**src/hw/rtl/ipsl_pkg.sv**
```systemverilog
// Shared types and constants for the incremental PID speed loop.
package ipsl_pkg;

  localparam int IPSL_CHANNELS = 4;

  localparam int CH_W       = 2;
  localparam int SPD_W      = 16;
  localparam int ERR_W      = 17;
  localparam int DIF_W      = 18;
  localparam int GAIN_W     = 16;
  localparam int PER_W      = 8;
  localparam int DRV_W      = 24;
  localparam int CFG_IDX_W  = 3;
  localparam int CFG_DATA_W = 24;

  localparam int MUL_A_W = 34;
  localparam int MUL_W   = MUL_A_W + DIF_W;
  localparam int PROD_W  = 34;
  localparam int IPROD_W = 41;
  localparam int SUM_W   = 44;

  localparam logic [GAIN_W-1:0] GAIN_P_RST = 16'd11008;
  localparam logic [GAIN_W-1:0] GAIN_I_RST = 16'd205;
  localparam logic [GAIN_W-1:0] GAIN_D_RST = 16'd2304;
  localparam logic [PER_W-1:0]  PERIOD_RST = 8'd5;
  localparam logic signed [DRV_W-1:0] LIMIT_HIGH_RST = 24'sd15360;
  localparam logic signed [DRV_W-1:0] LIMIT_LOW_RST  = 24'sd0;

  typedef enum logic [CFG_IDX_W-1:0] {
    REG_GAIN_P     = 3'd0,
    REG_GAIN_I     = 3'd1,
    REG_GAIN_D     = 3'd2,
    REG_PERIOD     = 3'd3,
    REG_LIMIT_HIGH = 3'd4,
    REG_LIMIT_LOW  = 3'd5
  } cfg_reg_t;

  typedef enum logic [3:0] {
    S_IDLE,
    S_LOAD,
    S_MUL_P,
    S_MUL_I1,
    S_MUL_I2,
    S_MUL_D,
    S_DIV_GO,
    S_DIV_WAIT,
    S_SUB,
    S_COMMIT
  } ctrl_state_t;

  typedef enum logic [2:0] {
    MUL_NONE,
    MUL_P,
    MUL_I1,
    MUL_I2,
    MUL_D
  } mul_op_t;

  typedef struct packed {
    logic    load_in;
    logic    load_hist;
    mul_op_t mul_op;
    logic    div_start;
    logic    sub_d;
    logic    commit;
  } dp_cmd_t;

  typedef struct packed {
    logic div_done;
    logic ch_ok;
  } dp_sts_t;

endpackage

```
**src/hw/rtl/ipsl_divider.sv**
```systemverilog
// Bit-serial signed-by-unsigned divider with truncation toward zero.
module ipsl_divider (
  input  logic                                  clk,
  input  logic                                  rst_n,
  input  logic                                  start,
  input  logic signed [ipsl_pkg::PROD_W-1:0]    num,
  input  logic        [ipsl_pkg::PER_W-1:0]     den,
  output logic                                  done,
  output logic signed [ipsl_pkg::PROD_W-1:0]    quot
);
  import ipsl_pkg::*;

  localparam int CNT_W = $clog2(PROD_W);
  localparam logic [CNT_W-1:0] LAST = CNT_W'(PROD_W - 1);

  logic                busy_r, busy_nxt;
  logic                done_r, done_nxt;
  logic [CNT_W-1:0]    cnt_r, cnt_nxt;
  logic                neg_r;
  logic [PROD_W-1:0]   dq_r;
  logic [PER_W-1:0]    rem_r;
  logic [PER_W-1:0]    den_r;

  logic [PROD_W-1:0]   mag;
  logic [PER_W:0]      r2;
  logic [PER_W+1:0]    diff;
  logic                ge;

  assign mag  = num[PROD_W-1] ? PROD_W'(-num) : PROD_W'(num);
  assign r2   = {rem_r, dq_r[PROD_W-1]};
  assign diff = {1'b0, r2} - {2'b00, den_r};
  assign ge   = !diff[PER_W+1];

  always_comb begin
    busy_nxt = busy_r;
    done_nxt = done_r;
    cnt_nxt  = cnt_r;
    if (start) begin
      busy_nxt = (den != '0);
      done_nxt = (den == '0);
      cnt_nxt  = '0;
    end else if (busy_r) begin
      cnt_nxt = cnt_r + 1'b1;
      if (cnt_r == LAST) begin
        busy_nxt = 1'b0;
        done_nxt = 1'b1;
      end
    end
  end

  always_ff @(posedge clk) begin
    if (!rst_n) begin
      busy_r <= 1'b0;
      done_r <= 1'b0;
      cnt_r  <= '0;
    end else begin
      busy_r <= busy_nxt;
      done_r <= done_nxt;
      cnt_r  <= cnt_nxt;
    end
  end

  always_ff @(posedge clk) begin
    if (start) begin
      den_r <= den;
      rem_r <= '0;
      neg_r <= (den != '0) && num[PROD_W-1];
      dq_r  <= (den != '0) ? mag : '0;
    end else if (busy_r) begin
      rem_r <= ge ? diff[PER_W-1:0] : r2[PER_W-1:0];
      dq_r  <= {dq_r[PROD_W-2:0], ge};
    end
  end

  assign done = done_r;
  assign quot = neg_r ? -signed'(dq_r) : signed'(dq_r);

  a_busy_not_done: assert property (@(posedge clk) disable iff (!rst_n)
    busy_r |-> !done_r)
    else $error("divider reports done while still iterating");

  a_last_step: assert property (@(posedge clk) disable iff (!rst_n)
    busy_r && !start && cnt_r == LAST |=> done_r && !busy_r)
    else $error("divider did not finish after its last step");

  a_zero_den: assert property (@(posedge clk) disable iff (!rst_n)
    start && den == '0 |=> done_r && quot == '0)
    else $error("zero divisor must give a zero quotient at once");

endmodule

```
**src/hw/rtl/ipsl_datapath.sv**
```systemverilog
// Datapath: configuration registers, channel history, shared multiplier, divider and clamp.
module ipsl_datapath #(
  parameter int CHANNELS = ipsl_pkg::IPSL_CHANNELS
) (
  input  logic                                   clk,
  input  logic                                   rst_n,
  input  logic                                   cfg_we,
  input  logic        [ipsl_pkg::CFG_IDX_W-1:0]  cfg_index,
  input  logic        [ipsl_pkg::CFG_DATA_W-1:0] cfg_wdata,
  input  logic        [ipsl_pkg::CH_W-1:0]       in_channel,
  input  logic signed [ipsl_pkg::SPD_W-1:0]      in_target_speed,
  input  logic signed [ipsl_pkg::SPD_W-1:0]      in_measured_speed,
  input  ipsl_pkg::dp_cmd_t                      cmd,
  output ipsl_pkg::dp_sts_t                      sts,
  output logic        [ipsl_pkg::CH_W-1:0]       out_channel_out,
  output logic signed [ipsl_pkg::DRV_W-1:0]      out_drive
);
  import ipsl_pkg::*;

  localparam int IDX_W = (CHANNELS > 1) ? $clog2(CHANNELS) : 1;

  // Configuration.
  logic        [GAIN_W-1:0] gain_p_r, gain_i_r, gain_d_r;
  logic        [PER_W-1:0]  period_r;
  logic signed [DRV_W-1:0]  lim_hi_r, lim_lo_r;

  // Latched input word.
  logic        [CH_W-1:0]   ch_r;
  logic signed [SPD_W-1:0]  tgt_r, meas_r;

  // Per-channel history.
  logic signed [ERR_W-1:0]  perr_r [CHANNELS];
  logic signed [SPD_W-1:0]  pm_r   [CHANNELS];
  logic signed [SPD_W-1:0]  ppm_r  [CHANNELS];
  logic signed [DRV_W-1:0]  dacc_r [CHANNELS];

  // Working registers.
  logic signed [ERR_W-1:0]  err_r;
  logic signed [DIF_W-1:0]  de_r, dm_r;
  logic signed [DRV_W-1:0]  dprev_r;
  logic signed [PROD_W-1:0] pprod_r, dprod_r;
  logic signed [IPROD_W-1:0] iprod_r;
  logic signed [SUM_W-1:0]  sum_r;
  logic        [CH_W-1:0]   out_ch_r;
  logic signed [DRV_W-1:0]  out_drive_r;

  logic                     ch_ok;
  logic                     div_done;
  logic        [IDX_W-1:0]  idx;
  logic signed [ERR_W-1:0]  err_w;
  logic signed [MUL_A_W-1:0] mul_a;
  logic signed [DIF_W-1:0]  mul_b;
  logic signed [MUL_W-1:0]  mul_w;
  logic signed [PROD_W-1:0] dq;
  logic signed [SUM_W-1:0]  zsum, hi, lo, c1, c2;

  always_ff @(posedge clk) begin
    if (!rst_n) begin
      gain_p_r <= GAIN_P_RST;
      gain_i_r <= GAIN_I_RST;
      gain_d_r <= GAIN_D_RST;
      period_r <= PERIOD_RST;
      lim_hi_r <= LIMIT_HIGH_RST;
      lim_lo_r <= LIMIT_LOW_RST;
    end else if (cfg_we) begin
      case (cfg_index)
        REG_GAIN_P:     gain_p_r <= cfg_wdata[GAIN_W-1:0];
        REG_GAIN_I:     gain_i_r <= cfg_wdata[GAIN_W-1:0];
        REG_GAIN_D:     gain_d_r <= cfg_wdata[GAIN_W-1:0];
        REG_PERIOD:     period_r <= cfg_wdata[PER_W-1:0];
        REG_LIMIT_HIGH: lim_hi_r <= signed'(cfg_wdata[DRV_W-1:0]);
        REG_LIMIT_LOW:  lim_lo_r <= signed'(cfg_wdata[DRV_W-1:0]);
        default: ;
      endcase
    end
  end

  always_ff @(posedge clk) begin
    if (cmd.load_in) begin
      ch_r   <= in_channel;
      tgt_r  <= in_target_speed;
      meas_r <= in_measured_speed;
    end
  end

  assign ch_ok = (int'(ch_r) < CHANNELS);
  assign idx   = ch_ok ? IDX_W'(ch_r) : '0;
  assign err_w = ERR_W'(tgt_r) - ERR_W'(meas_r);

  // The second difference of the measurement fits 18 bits even when the
  // intermediate sums wrap.
  always_ff @(posedge clk) begin
    if (cmd.load_hist) begin
      err_r   <= err_w;
      de_r    <= DIF_W'(err_w) - DIF_W'(perr_r[idx]);
      dm_r    <= DIF_W'(meas_r) - (DIF_W'(pm_r[idx]) <<< 1) + DIF_W'(ppm_r[idx]);
      dprev_r <= dacc_r[idx];
    end
  end

  always_comb begin
    case (cmd.mul_op)
      MUL_P: begin
        mul_a = signed'(MUL_A_W'(gain_p_r));
        mul_b = de_r;
      end
      MUL_I1: begin
        mul_a = signed'(MUL_A_W'(gain_i_r));
        mul_b = DIF_W'(err_r);
      end
      MUL_I2: begin
        mul_a = iprod_r[MUL_A_W-1:0];
        mul_b = signed'(DIF_W'(period_r));
      end
      MUL_D: begin
        mul_a = signed'(MUL_A_W'(gain_d_r));
        mul_b = dm_r;
      end
      default: begin
        mul_a = '0;
        mul_b = '0;
      end
    endcase
  end

  assign mul_w = MUL_W'(mul_a) * MUL_W'(mul_b);

  always_ff @(posedge clk) begin
    case (cmd.mul_op)
      MUL_P:  pprod_r <= mul_w[PROD_W-1:0];
      MUL_I1: iprod_r <= mul_w[IPROD_W-1:0];
      MUL_I2: iprod_r <= mul_w[IPROD_W-1:0];
      MUL_D: begin
        dprod_r <= mul_w[PROD_W-1:0];
        sum_r   <= SUM_W'(dprev_r) + SUM_W'(pprod_r) + SUM_W'(iprod_r);
      end
      default: ;
    endcase
    if (cmd.sub_d) begin
      sum_r <= sum_r - SUM_W'(dq);
    end
  end

  ipsl_divider u_div (
    .clk   (clk),
    .rst_n (rst_n),
    .start (cmd.div_start),
    .num   (dprod_r),
    .den   (period_r),
    .done  (div_done),
    .quot  (dq)
  );

  assign zsum = (tgt_r == '0) ? '0 : sum_r;
  assign hi   = SUM_W'(lim_hi_r);
  assign lo   = SUM_W'(lim_lo_r);
  assign c1   = (zsum > hi) ? hi : zsum;
  assign c2   = (c1 < lo) ? lo : c1;

  always_ff @(posedge clk) begin
    if (!rst_n) begin
      for (int i = 0; i < CHANNELS; i++) begin
        perr_r[i] <= '0;
        pm_r[i]   <= '0;
        ppm_r[i]  <= '0;
        dacc_r[i] <= '0;
      end
    end else if (cmd.commit && ch_ok) begin
      perr_r[idx] <= err_r;
      ppm_r[idx]  <= pm_r[idx];
      pm_r[idx]   <= meas_r;
      dacc_r[idx] <= c2[DRV_W-1:0];
    end
  end

  always_ff @(posedge clk) begin
    if (cmd.commit) begin
      out_ch_r    <= ch_r;
      out_drive_r <= ch_ok ? c2[DRV_W-1:0] : '0;
    end
  end

  assign sts             = '{div_done: div_done, ch_ok: ch_ok};
  assign out_channel_out = out_ch_r;
  assign out_drive       = out_drive_r;

endmodule

```
**src/hw/rtl/ipsl_ctrl.sv**
```systemverilog
// Sequencer for the speed loop: steps the datapath and owns both handshakes.
module ipsl_ctrl (
  input  logic              clk,
  input  logic              rst_n,
  input  logic              in_valid,
  output logic              in_ready,
  output logic              out_valid,
  input  logic              out_ready,
  output ipsl_pkg::dp_cmd_t cmd,
  input  ipsl_pkg::dp_sts_t sts
);
  import ipsl_pkg::*;

  ctrl_state_t state_r, state_nxt;
  logic        out_valid_r, out_valid_nxt;

  always_ff @(posedge clk) begin
    if (!rst_n) begin
      state_r     <= S_IDLE;
      out_valid_r <= 1'b0;
    end else begin
      state_r     <= state_nxt;
      out_valid_r <= out_valid_nxt;
    end
  end

  always_comb begin
    state_nxt     = state_r;
    out_valid_nxt = out_valid_r && !out_ready;
    in_ready      = 1'b0;
    cmd           = '0;
    cmd.mul_op    = MUL_NONE;
    case (state_r)
      S_IDLE: begin
        in_ready = 1'b1;
        if (in_valid) begin
          cmd.load_in = 1'b1;
          state_nxt   = S_LOAD;
        end
      end
      S_LOAD: begin
        cmd.load_hist = 1'b1;
        state_nxt     = sts.ch_ok ? S_MUL_P : S_COMMIT;
      end
      S_MUL_P: begin
        cmd.mul_op = MUL_P;
        state_nxt  = S_MUL_I1;
      end
      S_MUL_I1: begin
        cmd.mul_op = MUL_I1;
        state_nxt  = S_MUL_I2;
      end
      S_MUL_I2: begin
        cmd.mul_op = MUL_I2;
        state_nxt  = S_MUL_D;
      end
      S_MUL_D: begin
        cmd.mul_op = MUL_D;
        state_nxt  = S_DIV_GO;
      end
      S_DIV_GO: begin
        cmd.div_start = 1'b1;
        state_nxt     = S_DIV_WAIT;
      end
      S_DIV_WAIT: begin
        if (sts.div_done) begin
          state_nxt = S_SUB;
        end
      end
      S_SUB: begin
        cmd.sub_d = 1'b1;
        state_nxt = S_COMMIT;
      end
      S_COMMIT: begin
        if (!out_valid_r || out_ready) begin
          cmd.commit    = 1'b1;
          out_valid_nxt = 1'b1;
          state_nxt     = S_IDLE;
        end
      end
      default: state_nxt = S_IDLE;
    endcase
  end

  assign out_valid = out_valid_r;

  a_accept_load: assert property (@(posedge clk) disable iff (!rst_n)
    in_valid && in_ready |=> state_r == S_LOAD)
    else $error("accepted word did not start a computation");

  a_commit_valid: assert property (@(posedge clk) disable iff (!rst_n)
    cmd.commit |=> out_valid_r)
    else $error("committed result is not presented");

  a_div_hold: assert property (@(posedge clk) disable iff (!rst_n)
    state_r == S_DIV_WAIT && !sts.div_done |=> state_r == S_DIV_WAIT)
    else $error("left the divider wait before the quotient was ready");

endmodule

```
**src/hw/rtl/incremental_pid_speed_loop_top.sv**
```systemverilog
// Top level of the multi-channel incremental PID speed loop.
// Latency is set by the 34-step bit-serial divider for the derivative term; it is
// shorter when period_ms is zero, and shorter still for a channel number of CHANNELS
// or above, which skips the arithmetic. A new word is accepted only once the previous
// one is committed; the four products share one multiplier, one per cycle.
// Reset (rst_n, synchronous, active low) restores the register defaults, clears all
// channel history and drive accumulators, and empties the output register.
module incremental_pid_speed_loop_top #(
  parameter int CHANNELS = ipsl_pkg::IPSL_CHANNELS
) (
  input  logic                                   clk,
  input  logic                                   rst_n,
  // Configuration write port; writes are only expected while the loop is idle.
  input  logic                                   cfg_we,
  input  logic        [ipsl_pkg::CFG_IDX_W-1:0]  cfg_index,
  input  logic        [ipsl_pkg::CFG_DATA_W-1:0] cfg_wdata,
  // Input word: one speed sample for one channel.
  input  logic                                   in_valid,
  output logic                                   in_ready,
  input  logic        [ipsl_pkg::CH_W-1:0]       in_channel,
  input  logic signed [ipsl_pkg::SPD_W-1:0]      in_target_speed,
  input  logic signed [ipsl_pkg::SPD_W-1:0]      in_measured_speed,
  // Output word: the new clamped drive of that channel.
  output logic                                   out_valid,
  input  logic                                   out_ready,
  output logic        [ipsl_pkg::CH_W-1:0]       out_channel_out,
  output logic signed [ipsl_pkg::DRV_W-1:0]      out_drive
);
  import ipsl_pkg::*;

  // The controller walks each word through load, four multiplies, the divide,
  // the final subtraction and the clamp. The result sits in an output register,
  // so the next word can be accepted while the previous one waits to be taken.
  dp_cmd_t cmd;
  dp_sts_t sts;

  ipsl_ctrl u_ctrl (
    .clk       (clk),
    .rst_n     (rst_n),
    .in_valid  (in_valid),
    .in_ready  (in_ready),
    .out_valid (out_valid),
    .out_ready (out_ready),
    .cmd       (cmd),
    .sts       (sts)
  );

  // The datapath keeps the gains and limits, the per-channel error and
  // measurement history and the drive accumulators. The drive is forced to
  // zero for a zero target and then clamped high and low, the low limit last.
  ipsl_datapath #(
    .CHANNELS (CHANNELS)
  ) u_dp (
    .clk               (clk),
    .rst_n             (rst_n),
    .cfg_we            (cfg_we),
    .cfg_index         (cfg_index),
    .cfg_wdata         (cfg_wdata),
    .in_channel        (in_channel),
    .in_target_speed   (in_target_speed),
    .in_measured_speed (in_measured_speed),
    .cmd               (cmd),
    .sts               (sts),
    .out_channel_out   (out_channel_out),
    .out_drive         (out_drive)
  );

endmodule

```
**config.mk**
```make
export PLATFORM = sky130hd
export DESIGN_NAME = incremental_pid_speed_loop_top
export DESIGN_NICKNAME = d
export VERILOG_FILES = /design/src/hw/rtl/ipsl_pkg.sv /design/src/hw/rtl/ipsl_divider.sv /design/src/hw/rtl/ipsl_datapath.sv /design/src/hw/rtl/ipsl_ctrl.sv /design/src/hw/rtl/incremental_pid_speed_loop_top.sv
export SDC_FILE = /design/constraint.sdc
export NUM_CORES = 2
export LEC_CHECK = 0
export ABC_AREA = 1
export ABC_CLOCK_PERIOD_IN_PS = 24900
export BUFFER_PORTS_ARGS = -buffer_cell sky130_fd_sc_hd__buf_2
export CAP_MARGIN = 20
export CORE_MARGIN = 5
export CORE_UTILIZATION = 45
export CTS_CLUSTER_SIZE = 25
export DETAILED_ROUTE_END_ITERATION = 7
export GPL_ROUTABILITY_DRIVEN = 1
export PLACE_DENSITY = 0.6
export SLEW_MARGIN = 5
export SYNTH_ARGS = -nofsm -noshare
export SYNTH_HDL_FRONTEND = slang
export SYNTH_SLANG_ARGS = --single-unit
```
**constraint.sdc**
```tcl
create_clock -name clk -period 24.9 [get_ports clk]
set_input_delay 1.245 -clock clk [delete_from_list [all_inputs] [get_ports clk]]
set_output_delay 1.245 -clock clk [all_outputs]
set_load 0.02 [all_outputs]
```
# Word level (Yosys, flattened, before mapping)
# Memory sizes are Yosys's and may differ from the RTL's. A register that Yosys moved wholly into a read port is not among the register bits.
# Cells that the tools add are included.
[op_classes]
n_reduce_logical = 28
n_div = 0
n_mul = 1
bitwise = 1
magnitude_cmp = 2
shifts = 0
addsub = 11
mux = 53
n_eq_ne = 22
[op_table]
columns = ["cell", "count"]
rows = [
  ["two-way mux 44 bit", 4],
  ["two-way mux 34 bit", 5],
  ["case mux 34 bit (4 select lines)", 1],
  ["case mux 18 bit (4 select lines)", 1],
  ["negation 34 bit", 2],
  ["two-way mux 24 bit", 2],
  ["greater-than comparator 44 x 24 -> 1 bit", 1],
  ["less-than comparator 44 x 24 -> 1 bit", 1],
  ["subtractor 44 x 34 -> 44 bit", 1],
  ["adder 35 x 41 -> 42 bit", 1],
  ["multiplier 34 x 18 -> 41 bit", 1],
  ["case mux 4 bit (10 select lines)", 1],
  ["adder 24 x 34 -> 35 bit", 1],
  ["two-way mux 16 bit", 2],
  ["OR reduction 16 bit", 2],
  ["two-way mux 1 bit", 24],
  ["OR reduction 24 bit", 1],
  ["adder 18 x 16 -> 18 bit", 1],
  ["subtractor 16 x 17 -> 18 bit", 1],
  ["subtractor 17 x 17 -> 18 bit", 1],
  ["two-way mux 17 bit", 1],
  ["OR reduction 17 bit", 1],
  ["subtractor 16 x 16 -> 17 bit", 1],
  ["equality test 4 x 3 -> 1 bit (second input constant)", 4],
  ["28 further kinds", 57],
]
[totals]
wordCells = 149
latchBits = 0
mem_count = 4
inputBits = 66
out_inout_bits = 28
reg_bits = 434
mem_bits_rw = 292
rom_bits = 0
[mem_list]
columns = ["name", "words", "word_bits", "read_ports", "rd_ports_with_merged_regs", "wr", "line_no", "rtl"]
rows = [
  ["u_dp.dacc_r", 4, 24, 1, 1, 4, "ipsl_datapath.sv:35", "logic signed [DRV_W-1:0] dacc_r [CHANNELS];"],
  ["u_dp.perr_r", 4, 17, 1, 1, 4, "ipsl_datapath.sv:32", "logic signed [ERR_W-1:0] perr_r [CHANNELS];"],
  ["u_dp.pm_r", 4, 16, 1, 1, 4, "ipsl_datapath.sv:33", "logic signed [SPD_W-1:0] pm_r [CHANNELS];"],
  ["u_dp.ppm_r", 4, 16, 1, 1, 4, "ipsl_datapath.sv:34", "logic signed [SPD_W-1:0] ppm_r [CHANNELS];"],
]

# Longest topological paths before layout
[logic_depth]
word_depth = 9
mapped_depth = 39
depth_no_buf = 36

# Cells and area by module
# A second synthesis with hierarchy kept.
[unflattened]
cells_unflattened = 6701
hier_area_um2 = 59075.4
[modules_own_cells]
columns = ["mod", "n_inst", "cells_per_inst", "area_each_um2"]
rows = [
  ["ipsl_datapath", 1, 5906, 53837.9],
  ["ipsl_divider", 1, 732, 4869.7],
  ["ipsl_ctrl", 1, 63, 367.9],
]

# Worst setup path before layout
# OpenSTA, ideal clock, no wires.
[synth_timing]
path_type = "reg2reg"
startpoint = "reg u_ctrl.state_r[2]"
endpoint = "reg u_dp.iprod_r[40] (data pin)"
t_arrival_ns = 7.792
required_time_ns = 24.651
path_buffers = 2
path_stages_with_launch = 37
path_slack_ns = 16.859
setup_time_ns = 0.249
period_less_slack_ns = 8.041
cell_sequence = "dfxtp_1 inv_1 nor2_1 nand2_1 inv_1 clkbuf_1 nand2_1 o21ai_0 nor2_1 inv_2 clkbuf_1 nand2_1 fa_1 inv_1 fa_1 inv_1 fa_1 fa_1 inv_1 fa_1 inv_1 fa_1 inv_1 ha_1 a21oi_1 o21ai_0 a211oi_1 nand2_1 a21oi_1 o21ai_0 nand2_1 nand3b_1 o21ai_0 xnor2_1 nand3b_1 nand2_1 inv_1"
[synth_via]
elab_chain_cells = 5
[synth_lines]
columns = ["element", "line_no", "rtl"]
rows = [
  ["start, declared", "ipsl_ctrl.sv:14", "ctrl_state_t state_r, state_nxt;"],
  ["start signal, assigned", "ipsl_ctrl.sv:22", "state_r <= state_nxt;"],
  ["equality test 4 x 3 -> 1 bit or equality test 4 x 2 -> 1 bit (tied branches)", "ipsl_ctrl.sv:33", "case (state_r)"],
  ["case mux 3 bit (4 select lines) (*)", "ipsl_ctrl.sv:33", ""],
  ["equality test 3 bit, or another cell as far along", "ipsl_datapath.sv:102", "case (cmd.mul_op)"],
  ["case mux 34 bit (4 select lines) or case mux 18 bit (4 select lines) (tied branches)", "ipsl_datapath.sv:102", ""],
  ["multiplier 34 x 18 -> 41 bit (*)", "ipsl_datapath.sv:126", "assign mul_w = MUL_W'(mul_a) * MUL_W'(mul_b);"],
  ["named net u_dp.mul_w[40]", "ipsl_datapath.sv:53", "logic signed [MUL_W-1:0] mul_w;"],
  ["end signal, assigned", "ipsl_datapath.sv:131", "MUL_I1: iprod_r <= mul_w[IPROD_W-1:0];"],
  ["end signal, assigned", "ipsl_datapath.sv:132", "MUL_I2: iprod_r <= mul_w[IPROD_W-1:0];"],
  ["end, declared", "ipsl_datapath.sv:42", "logic signed [IPROD_W-1:0] iprod_r;"],
]
# Mark *: on every way through the listed nets, which the timed path passes. The rest lies on a longest branch.
# A chain may end at the register's enable or synchronous reset.

# Final worst setup path
[layout_timing]
startpoint = "reg u_ctrl.state_r[1]"
endpoint = "reg u_dp.iprod_r[40] (data pin)"
# Same word-level chain as after synthesis.

==> results.ini <==
[setup_path]
reg2reg_to = u_dp.iprod_r[40]
crit_type = reg -> reg
cp_common_cell = nand2_1
path_buf_inv = 7
slowest_delay_ns = 0.81
rrSetupSlack_ns = 15.76
worstPathArrival_ns = 9.57
crit_family = adder cells
critPathLaunch = u_ctrl.state_r[1]
slowest_stage = nor2_1
cp_num_cells = 34
startpoint_type = flip-flop
end_kind = flip-flop
path_max_fanout = 29
crit_end = u_dp.iprod_r[40]
required_ns = 25.33
reg2reg_from = u_ctrl.state_r[1]
reg2regPathDepth = 34

[global_route]
grt_remaining_overflow = 0
antenna_found_initial = 1
grt_pass1_wl_mm = 259
grt_usage_pct = 24.4
grt_max_degree = 80
grt_pass1_vias = 44700

[power]
power.density_mw_per_mm2 = 126
comb_power_share_pct = 60.1
ir_drop_mv = 0.103
p_sw_mw = 3.92
p_clk_share_pct = 15.6
seqPwrFrac_pct = 24.3
p_leak_nw = 28.7
switching_share_pct = 48.4
p_int_mw = 4.18

[yosys]
synth_area_per_cell_sq_um = 9.00
synth_edf_count = 625
yosysSeqAreaShare_pct = 36.3
synth-seq-cells = 752
synth_cell_types = 66
yosysTopAreaCellShare_pct = 32.0
yosys_warnings = 0
ys.flop_type = edfxtp_1
yosys-top-cells-area = edfxtp_1 32%, fa_1 18%, inv_1 8.2%
synth_cells = 6518
async_reset_ff_share_pct = 0
yosys.area.top_type = edfxtp_1
syn-cell-area_sq_mm = 0.0586

[sta]
slew_headroom_pct = 26.8
max_freq_ghz = 0.109
worst_clock_skew_ns = 0.0519
fin_setup_tns_ns = 0
finalHoldViolations = 0
whs_ns = 0.448
fin_crit_sh_pct = 36.7
setup_viol = 0
post-route-min-period_ns = 9.14
rsz0062_at_grt = false
tightest_slew_ns = 1.09
slew_violations = 0

[layout]
antennaDiodeCount = 0
syn2layout_area_growth_pct = 9.65
num-nets-final = 7606
final_layout_size_suffix_gt1_share_pct = 6.88
stdcell_area_sq_mm = 0.0643
final_util_pct = 49.7

[clocking]
htreeDepth = 3
cts_resized = 0
cts_tree = yes
postCtsSetupRepairBufs = 0
clock_sinks = 752
clk_latency_ns = 0.70
clk_pin_slew_worst_paths_ns = 0.06
root_buffer = clkbuf_16
hold_buffers = 0
cts_buffers = 85
cts_buffer_depth = 3

[detailed_routing]
dr.first_iter.drc_count = 3602
drc = 0
wl_mm = 167
vias = 44500
drtAntennaViolNets = 0
wl_per_cell_microns = 19.7
vias_per_cell = 5.26
dr.pass1.iters = 6

[floorplanning]
rows = 132
start_util_pct = 45.3
ioPinCount = 94
core_sq_mm = 0.129
die_h_microns = 371
die_w_microns = 371
die-area_sq_mm = 0.138

[placement]
numPortBuffers = 93
routabilityCongestion = 0.943
dp_hpwl_mm = 128
place_area_sq_mm = 0.0614

[status]
status = finished, final reports clean

[hold_path]
min_path_type = reg -> reg

[flow_run]
max_cap_violations = 0

-- how the worst min path moves through the flow --
| stage | depth (start not counted) | to | from | slack [ns] |
|---|---|---|---|---|
| after floorplan | 0 | u_dp.out_channel_out[1] | u_dp.ch_r[1] | 0.42 |
| after global placement | 2 | u_dp.gain_d_r[5] | u_dp.gain_d_r[5] | 0.43 |
| after detailed placement | 2 | u_dp.gain_d_r[3] | u_dp.gain_d_r[3] | 0.44 |
| after CTS | 2 | u_dp.gain_d_r[3] | u_dp.gain_d_r[3] | 0.45 |
| after global routing | 2 | u_dp.gain_d_r[12] | u_dp.gain_d_r[12] | 0.48 |
| final | 2 | u_dp.gain_d_r[5] | u_dp.gain_d_r[5] | 0.45 |
-- area by class of cell --
class | count | area [sq um]
Inverter | 1301 | 4880
Fill cell | 12300 | 65200
Clock inverter | 42 | 455
Clock buffer | 115 | 2370
Sequential cell | 752 | 21300
Tap cell | 1742 | 2180
Timing Repair Buffer | 157 | 992
Multi-Input combinational cell | 4365 | 32100
-- routing by layer --
metal	global-route usage, %	share of wire (%)	vias up
li1	-	-	21200
met1	34.1	44	21600
met2	39.6	46	1455
met3	3.05	6.1	267
met4	8.19	3.6	0
met5	0	0	-
-- kinds of logic (layout without fill, tap and decap cells) --
kind of cell	count (synthesis)	after routing	synth area share, %
AO/OA/AOI/OAI	1125	1125	10.9
XOR/XNOR	159	159	2.37
adder cells (fa/ha/maj)	878	878	25.6
buffers and inverters	1507	1615	9.74
flip-flops	752	752	36.3
multiplexers	1	1	0.0171
other	2	108	0.0128
AND/OR/NAND/NOR	2094	2094	15.1
-- cell usage in the layout, fill, tap and decap left out, types with 43 or more instances in the layout --
cell type / n
nand3_1: 94
a21oi_1: 445
o21ai_0: 393
inv_1: 1274
nand3_2: 45
edfxtp_1: 625
xnor2_1: 46
nor3_1: 69
o22ai_1: 66
conb_1: 108
fa_1: 534
clkbuf_16: 85
ha_1: 344
nand2_1: 986
nor2_1: 734
buf_2: 93
dfxtp_1: 126
buf_4: 61
nor2_2: 43
xor2_1: 113
-- cell usage after synthesis, types with 21 or more instances --
cell type / count
xnor2_1: 46
o22ai_1: 66
clkbuf_1: 186
nor3_1: 70
nand3_1: 94
nand3_2: 45
nand4_1: 30
o211ai_1: 21
a31oi_1: 34
nand2_1: 994
nor2_2: 43
xor2_1: 113
inv_1: 1276
a21oi_1: 445
o21ai_0: 393
dfxtp_1: 127
ha_1: 344
a32o_1: 31
edfxtp_1: 625
fa_1: 534
nor2_1: 735
-- power by group through the flow --
stage | Clock, mW | Sequential (mW) | Combinational (mW)
final | 1.26 | 1.96 | 4.87
after global routing | 1.34 | 1.98 | 5.47
after CTS | 1.29 | 1.97 | 4.87
after detailed placement | 0 | 1.99 | 4.84
after global placement | 0 | 1.99 | 4.77
after floorplan | 0 | 1.93 | 3.46
-- metrics by stage --
step | power, mW | std cells | setup slack [ns]
after floorplan | 5.39 | 6624 | 16.86
after detailed placement | 6.83 | 8315 | 15.93
final | 8.09 | 8474 | 15.76
after CTS | 8.12 | 8472 | 15.91
after global placement | 6.77 | 8314 | 16.00
after global routing | 8.79 | 8474 | 15.28
-- tightest hold or removal path, delay by kind of cell, from the launching register on --
family | cells | cell delay (ns)
compound gates | 1 | 0.05
buf+inv | 1 | 0.05
flops | 1 | 0.30
-- registers in the layout, indices dropped and copies added, names as in the netlist, 17 cells and up, named ones only --
name	count
u_dp.dacc_r	96
u_dp.de_r	18
u_dp.dm_r	18
u_dp.dprev_r	24
u_dp.dprod_r	34
u_dp.err_r	17
u_dp.iprod_r	41
u_dp.lim_hi_r	24
u_dp.lim_lo_r	24
u_dp.out_drive	24
u_dp.perr_r	68
u_dp.pm_r	64
u_dp.ppm_r	64
u_dp.pprod_r	34
u_dp.sum_r	44
u_dp.u_div.dq_r	34
(Power assumes the default switching activity.)
